File: config.mk
export PLATFORM = sky130hd
export DESIGN_NAME = mbet_ctrl
export DESIGN_NICKNAME = d
export VERILOG_FILES = /design/src/design/mbet_pkg.sv /design/src/design/mbet_ctrl.sv
export SDC_FILE = /design/constraint.sdc
export NUM_CORES = 1
export LEC_CHECK = 0
export BUFFER_PORTS_ARGS = -buffer_cell sky130_fd_sc_hd__buf_2
export CORE_AREA = 3 3 40 42
export CTS_BUF_LIST = sky130_fd_sc_hd__clkbuf_8
export DETAILED_ROUTE_END_ITERATION = 8
export DIE_AREA = 0 0 43 45
export SLEW_MARGIN = 10
export SYNTH_ARGS = -nofsm -noshare
export SYNTH_HDL_FRONTEND = slang
export SYNTH_SLANG_ARGS = --single-unit
export TNS_END_PERCENT = 20
File: constraint.sdc
create_clock -name clock -period 1.3 [get_ports clock]
set_input_delay 0.26 -clock clock [delete_from_list [all_inputs] [get_ports clock]]
set_output_delay 0.26 -clock clock [all_outputs]
set_load 0.01 [all_outputs]
File: src/design/mbet_pkg.sv
// Shared types and constants of the Mandelbrot escape-time pixel engine.
// No dependencies; every other file imports this package.
`timescale 1ns / 1ps

package mbet_pkg;

   // image geometry
   localparam int MAX_DIM   = 4096;
   localparam int INDEX_W   = 12;

   // number formats
   localparam int COORD_W   = 32;                 // Q4.28
   localparam int STEP_W    = 31;
   localparam int ITER_W    = 16;
   localparam int SHADE_W   = 8;
   localparam int FRAC_W    = 28;
   localparam int PROD_W    = 2 * COORD_W;       // Q8.56
   localparam int OFFS_W    = STEP_W + INDEX_W;  // pixel_step * index

   // 4.0 in Q8.56
   localparam logic [PROD_W-1:0] ESCAPE_BOUND = PROD_W'(64'h0400_0000_0000_0000);

   // shade division: dividend is count * 255
   localparam int DIVIDEND_W = ITER_W + SHADE_W;
   localparam int DIV_CNT_W  = $clog2(DIVIDEND_W + 1);

   // configuration port
   localparam int CSR_INDEX_W = 3;
   localparam int CSR_DATA_W  = 32;
   localparam logic [CSR_INDEX_W-1:0] CSR_ORIGIN_RE       = 3'd0;
   localparam logic [CSR_INDEX_W-1:0] CSR_ORIGIN_IM       = 3'd1;
   localparam logic [CSR_INDEX_W-1:0] CSR_PIXEL_STEP      = 3'd2;
   localparam logic [CSR_INDEX_W-1:0] CSR_ITERATION_LIMIT = 3'd3;

   localparam logic [COORD_W-1:0] ORIGIN_RE_RESET = 32'hDE00_0000;   // -570425344
   localparam logic [COORD_W-1:0] ORIGIN_IM_RESET = 32'hE800_0000;   // -402653184
   localparam logic [STEP_W-1:0]  PIXEL_STEP_RESET = 31'd1006632;
   localparam logic [ITER_W-1:0]  ITER_LIMIT_RESET = 16'd1024;

   typedef struct packed {
      logic [INDEX_W-1:0] pixel_row;
      logic [INDEX_W-1:0] pixel_col;
   } req_type;

   typedef struct packed {
      logic [SHADE_W-1:0] shade;
      logic [ITER_W-1:0]  iteration_count;
   } rsp_type;

   // controller to datapath
   typedef struct packed {
      logic load_pixel;   // capture indices, form pixel offsets
      logic load_c;       // saturate c, seed z, clear count
      logic mul;          // register squares and cross product
      logic update;       // advance z and count
      logic div_start;    // start shade division
      logic out_load;     // load result register
   } cmd_type;

   // datapath to controller
   typedef struct packed {
      logic k_done;       // count has reached the limit
      logic escaped;      // |z|^2 > 4
      logic limit_zero;
      logic div_busy;
   } status_type;

endpackage

File: src/design/mbet_ctrl.sv
// Controller: sequences mapping, iteration, shade division and result hand-off.
// Depends on mbet_pkg.
`timescale 1ns / 1ps

module mbet_ctrl
   import mbet_pkg::*;
(
   input  logic       clock,
   input  logic       reset,
   input  logic       req_valid,
   output logic       req_ready,
   output logic       rsp_valid,
   input  logic       rsp_ready,
   output cmd_type    cmd,
   input  status_type status
);

   typedef enum logic [2:0] {
      ST_IDLE,
      ST_MAP,
      ST_COORD,
      ST_MUL,
      ST_UPD,
      ST_DIV,
      ST_DONE
   } state_type;

   state_type state_ff, state_in;
   logic      rsp_valid_ff, rsp_valid_in;

   always_comb begin
      state_in     = state_ff;
      rsp_valid_in = rsp_valid_ff && !rsp_ready;
      cmd          = '0;
      case (state_ff)
         ST_IDLE: begin
            if (req_valid) begin
               cmd.load_pixel = 1'b1;
               state_in       = ST_MAP;
            end
         end
         ST_MAP: begin
            cmd.load_c = 1'b1;
            state_in   = ST_COORD;
         end
         ST_COORD: begin
            state_in = ST_MUL;
         end
         ST_MUL: begin
            if (status.k_done) begin
               cmd.div_start = !status.limit_zero;
               state_in      = status.limit_zero ? ST_DONE : ST_DIV;
            end else begin
               cmd.mul  = 1'b1;
               state_in = ST_UPD;
            end
         end
         ST_UPD: begin
            if (status.escaped) begin
               cmd.div_start = 1'b1;
               state_in      = ST_DIV;
            end else begin
               cmd.update = 1'b1;
               state_in   = ST_MUL;
            end
         end
         ST_DIV: begin
            if (!status.div_busy) begin
               state_in = ST_DONE;
            end
         end
         ST_DONE: begin
            // hold until the result register is free
            if (!rsp_valid_ff || rsp_ready) begin
               cmd.out_load = 1'b1;
               rsp_valid_in = 1'b1;
               state_in     = ST_IDLE;
            end
         end
         default: state_in = ST_IDLE;
      endcase
   end

   always_ff @(posedge clock) begin
      if (reset) begin
         state_ff     <= ST_IDLE;
         rsp_valid_ff <= 1'b0;
      end else begin
         state_ff     <= state_in;
         rsp_valid_ff <= rsp_valid_in;
      end
   end

   assign req_ready = state_ff == ST_IDLE;
   assign rsp_valid = rsp_valid_ff;

endmodule

==> implementation parameters <==
Parameter                              Value

Cells and area
  Fraction of layout cells with a size suffix above 1    0.576
  Finished Cell Area    513 µm²
  Area occupied by multi-input gates    239 µm²
  Antenna Cells    0
  Number of standard cells in the layout, taps in and fillers out    74
  Layout fillers    135
  Area added between synthesis and finish    73.0%
  Storage element area    roughly 90 µm²
  Post-layout nets    69

GRT
  Number of antenna violations at the first check in global routing    0
  First-pass GRT wire length    roughly 1.2 mm
  Maximum number of pins on one net before global-route repair    9
  Via count of the first global-routing pass    about 300
  Remaining global-route overflow    0
  Overall routing resource usage    0.0842

Hold path
  Worst min path class    in -> reg

Timing
  Final worst-path cycle share    1.04
  Minimum clock period after layout    1360 ps
  Slew Limit Fails    0
  Maximum frequency from static timing analysis    about 0.74 GHz
  Worst-case hold slack    a little under 300 ps
  Number of failing hold endpoints at the final stage    0
  Layout Skew    3.77 ps
  Slew at the pin closest to its max-slew limit    368 ps
  Unrepaired setup endpoints after global routing    true
  Final worst slack    -57.9 ps
  Number of endpoints failing setup at the final stage    2
  Tightest slew margin relative to the limit    0.748

Logic synthesis
  Post-synth design cell area    ~300 µm²
  Warning count from the yosys run    0
  Synthesized net count    47
  Synthesized area divided by synthesized cell count    between 7 and 8 µm²
  Sequential cell area fraction in the yosys report    0.270
  Count of cell types in the netlist    23
  Register bit count reported by yosys    4
  Number of instances in the synthesized netlist    39

Floorplan
  Overall die area    0.00194 mm²
  Row count    13
  Num ports    16
  DIE WIDTH    about 43 µm
  Floorplan Core Area    0.00128 mm²
  Initial core utilization    0.231
  Die boundary height    roughly 45 µm

Clock tree
  Hold buffer count at cts    0
  CTS tree    done
  Post-CTS clock slew at the launch and capture registers of the worst setup and hold paths    ~30 ps
  Htree depth    1
  CTS Buffer Depth    2
  Buffer cell driving the clock tree root    clkbuf_8
  Num CTS Buffers    3
  Clock latency reported for the late side of the worst-skew pair    210 ps
  Total number of clock tree sinks    4

Setup path
  Worst Path Arrival    about 1100 ps
  Cells along the critical path    nor2b_2 -> nand2_2 -> o2bb2ai_1 -> buf_2
  Startpoint kind of the worst setup timing path    register
  Standard cell with the maximum stage delay on the critical path    dfxtp_4
  Type of destination of the critical path    primary output
  Type of the setup path with the least slack    reg -> out
  Slowest stage delay, CP    about 360 ps
  Worst path required time    between 1000 and 1500 ps
  Critical Path Fanout Max    6

Place
  Placed instance count    just over 70
  Post-DP HPWL    ~570 µm
  Routability-driven placement congestion ratio    0.790
  DP Worst Slack    62.3 ps
  Buffers added on ports    15
  Instance area after placement    410 µm²

Route
  Average wire length per cell after detail routing    between 10 and 15 µm
  Remaining number of nets flagged by the antenna check after routing    0
  Post-route met1 wirelength    378 µm
  First DRT Iteration DRCs    1
  First drt pass iteration count    2
  Total number of vias    345
  Met2 routed wirelength    around 320 µm
  Top metal layer carrying routed signals    met3
  Avg Vias per Cell    4.66
  Number of DRC violations after detailed routing    0
  Overall routed net length    between 700 and 800 µm
  Met3 WL    about 70 µm

Run status
  Violations in the final reports    setup timing
  Result of the run    finished with violations

Pwr
  Leakage power    ~0.23 nW
  Cell area power density    roughly 1300 mW/mm²
  Worst-case vdd ir drop    775 µV

Job
  Max Cap Viol    0
==> cells in the final DEF, fill, tap and decap left out <==
cell type / netlist / layout
nor4_1: 1 / 1
o2bb2ai_1: 1 / 1
buf_6: 0 / 3
nand2b_4: 0 / 1
a31oi_1: 1 / 1
dfxtp_4: 0 / 3
o21ba_2: 1 / 1
a221o_1: 1 / 1
and2_4: 0 / 1
nor3b_1: 2 / 1
o21bai_1: 1 / 1
nor3_2: 0 / 1
nor2b_2: 0 / 1
nor3_1: 3 / 1
inv_1: 1 / 1
clkbuf_8: 0 / 3
buf_4: 0 / 2
a21oi_1: 1 / 1
or3_1: 2 / 2
dfxtp_1: 4 / 1
nand2b_1: 3 / 2
a2111oi_0: 1 / 1
o21a_1: 1 / 1
nand2_1: 2 / 1
nor3b_2: 0 / 1
o32ai_1: 1 / 1
and2_1: 2 / 1
mux2_1: 1 / 1
nand2_2: 1 / 2
nor2_1: 5 / 5
nor3_4: 0 / 1
buf_2: 2 / 14
==> area by class of cell <==
type / count / area share
clock buffers: 3 / 0.0805
flip-flops and latches: 4 / 0.178
well taps: 15 / 0.0366
repair buffers: 19 / 0.232
multi-input cells: 32 / 0.466
inverters: 1 / 0.00732
==> routing by layer <==
metal | global-route usage | vias up
li1 | - | 184
met1 | 0.119 | 147
met2 | 0.120 | 14
met3 | 0.0478 | 0
met4 | 0 | 0
met5 | 0 | -
==> synthesized netlist by cell type <==
master     number  share of area
nor4_1          1          0.021
or3_1           2          0.042
o21a_1          1          0.025
buf_2           2          0.034
nor3b_1         2          0.051
a2111oi_0       1          0.030
dfxtp_1         4           0.27
o32ai_1         1          0.030
a21oi_1         1          0.017
and2_1          2          0.042
mux2_1          1          0.038
inv_1           1          0.013
nor2_1          5          0.063
nand2_1         2          0.025
a31oi_1         1          0.021
nand2b_1        3          0.063
nor2b_1         1          0.021
o21ba_2         1          0.034
o21bai_1        1          0.025
o2bb2ai_1       1          0.030
nor3_1          3          0.051
nand2_2         1          0.021
a221o_1         1          0.034
==> path summary, 6_finish.rpt <==
| check | start | to | slack [ps] | cells after the start |
|---|---|---|---|---|
| worst max-delay path | state_ff[1] | cmd[1] | -60 | 4 |
| worst min-delay path | reset | state_ff[2] | 290 | 2 |
| worst max register to register | state_ff[0] | state_ff[1] | 140 | 4 |
| worst min register to register | state_ff[0] | state_ff[2] | 550 | 2 |
==> per-stage QoR <==
step                      TNS (ps)  power (mW)   util
after floorplan                  0       0.263      -
after global placement           0       0.344  0.319
after detailed placement         0       0.342  0.319
after CTS                     -113       0.632  0.381
after global routing          -391       0.698  0.399
final                         -114       0.653  0.399
==> kinds of logic after synthesis <==
group | share of synthesized area
AO/OA/AOI/OAI | 0.245
buffers and inverters | 0.0464
flip-flops | 0.270
multiplexers | 0.0380
AND/OR/NAND/NOR | 0.401
==> registers in the layout, indices dropped and copies added (netlist names) <==
signal / cells
state_ff: 3
rsp_valid: 1
==> worst max-delay path, delay by kind of cell (launching register included) <==
kind	cells	cell delay, ps
AO/OA/AOI/OAI	1	120
buffers and inverters	1	140
flip-flops	1	360
AND/OR/NAND/NOR	2	260
==> power by group <==
group	internal [mW]	total (mW)	switching, mW	leakage [nW]
combinational	0.130	0.226	0.0964	0.174
sequential	0.142	0.170	0.0273	0.0348
clock	0.197	0.258	0.0604	0.0216
==> what timing repair did <==
item                                    CTS  global route
setup buffers                             0             0
gates resized for setup                  12             5
endpoints found under the setup margin    7             7
pin swaps                                 2             2
Power figures use the tool's default switching activity.
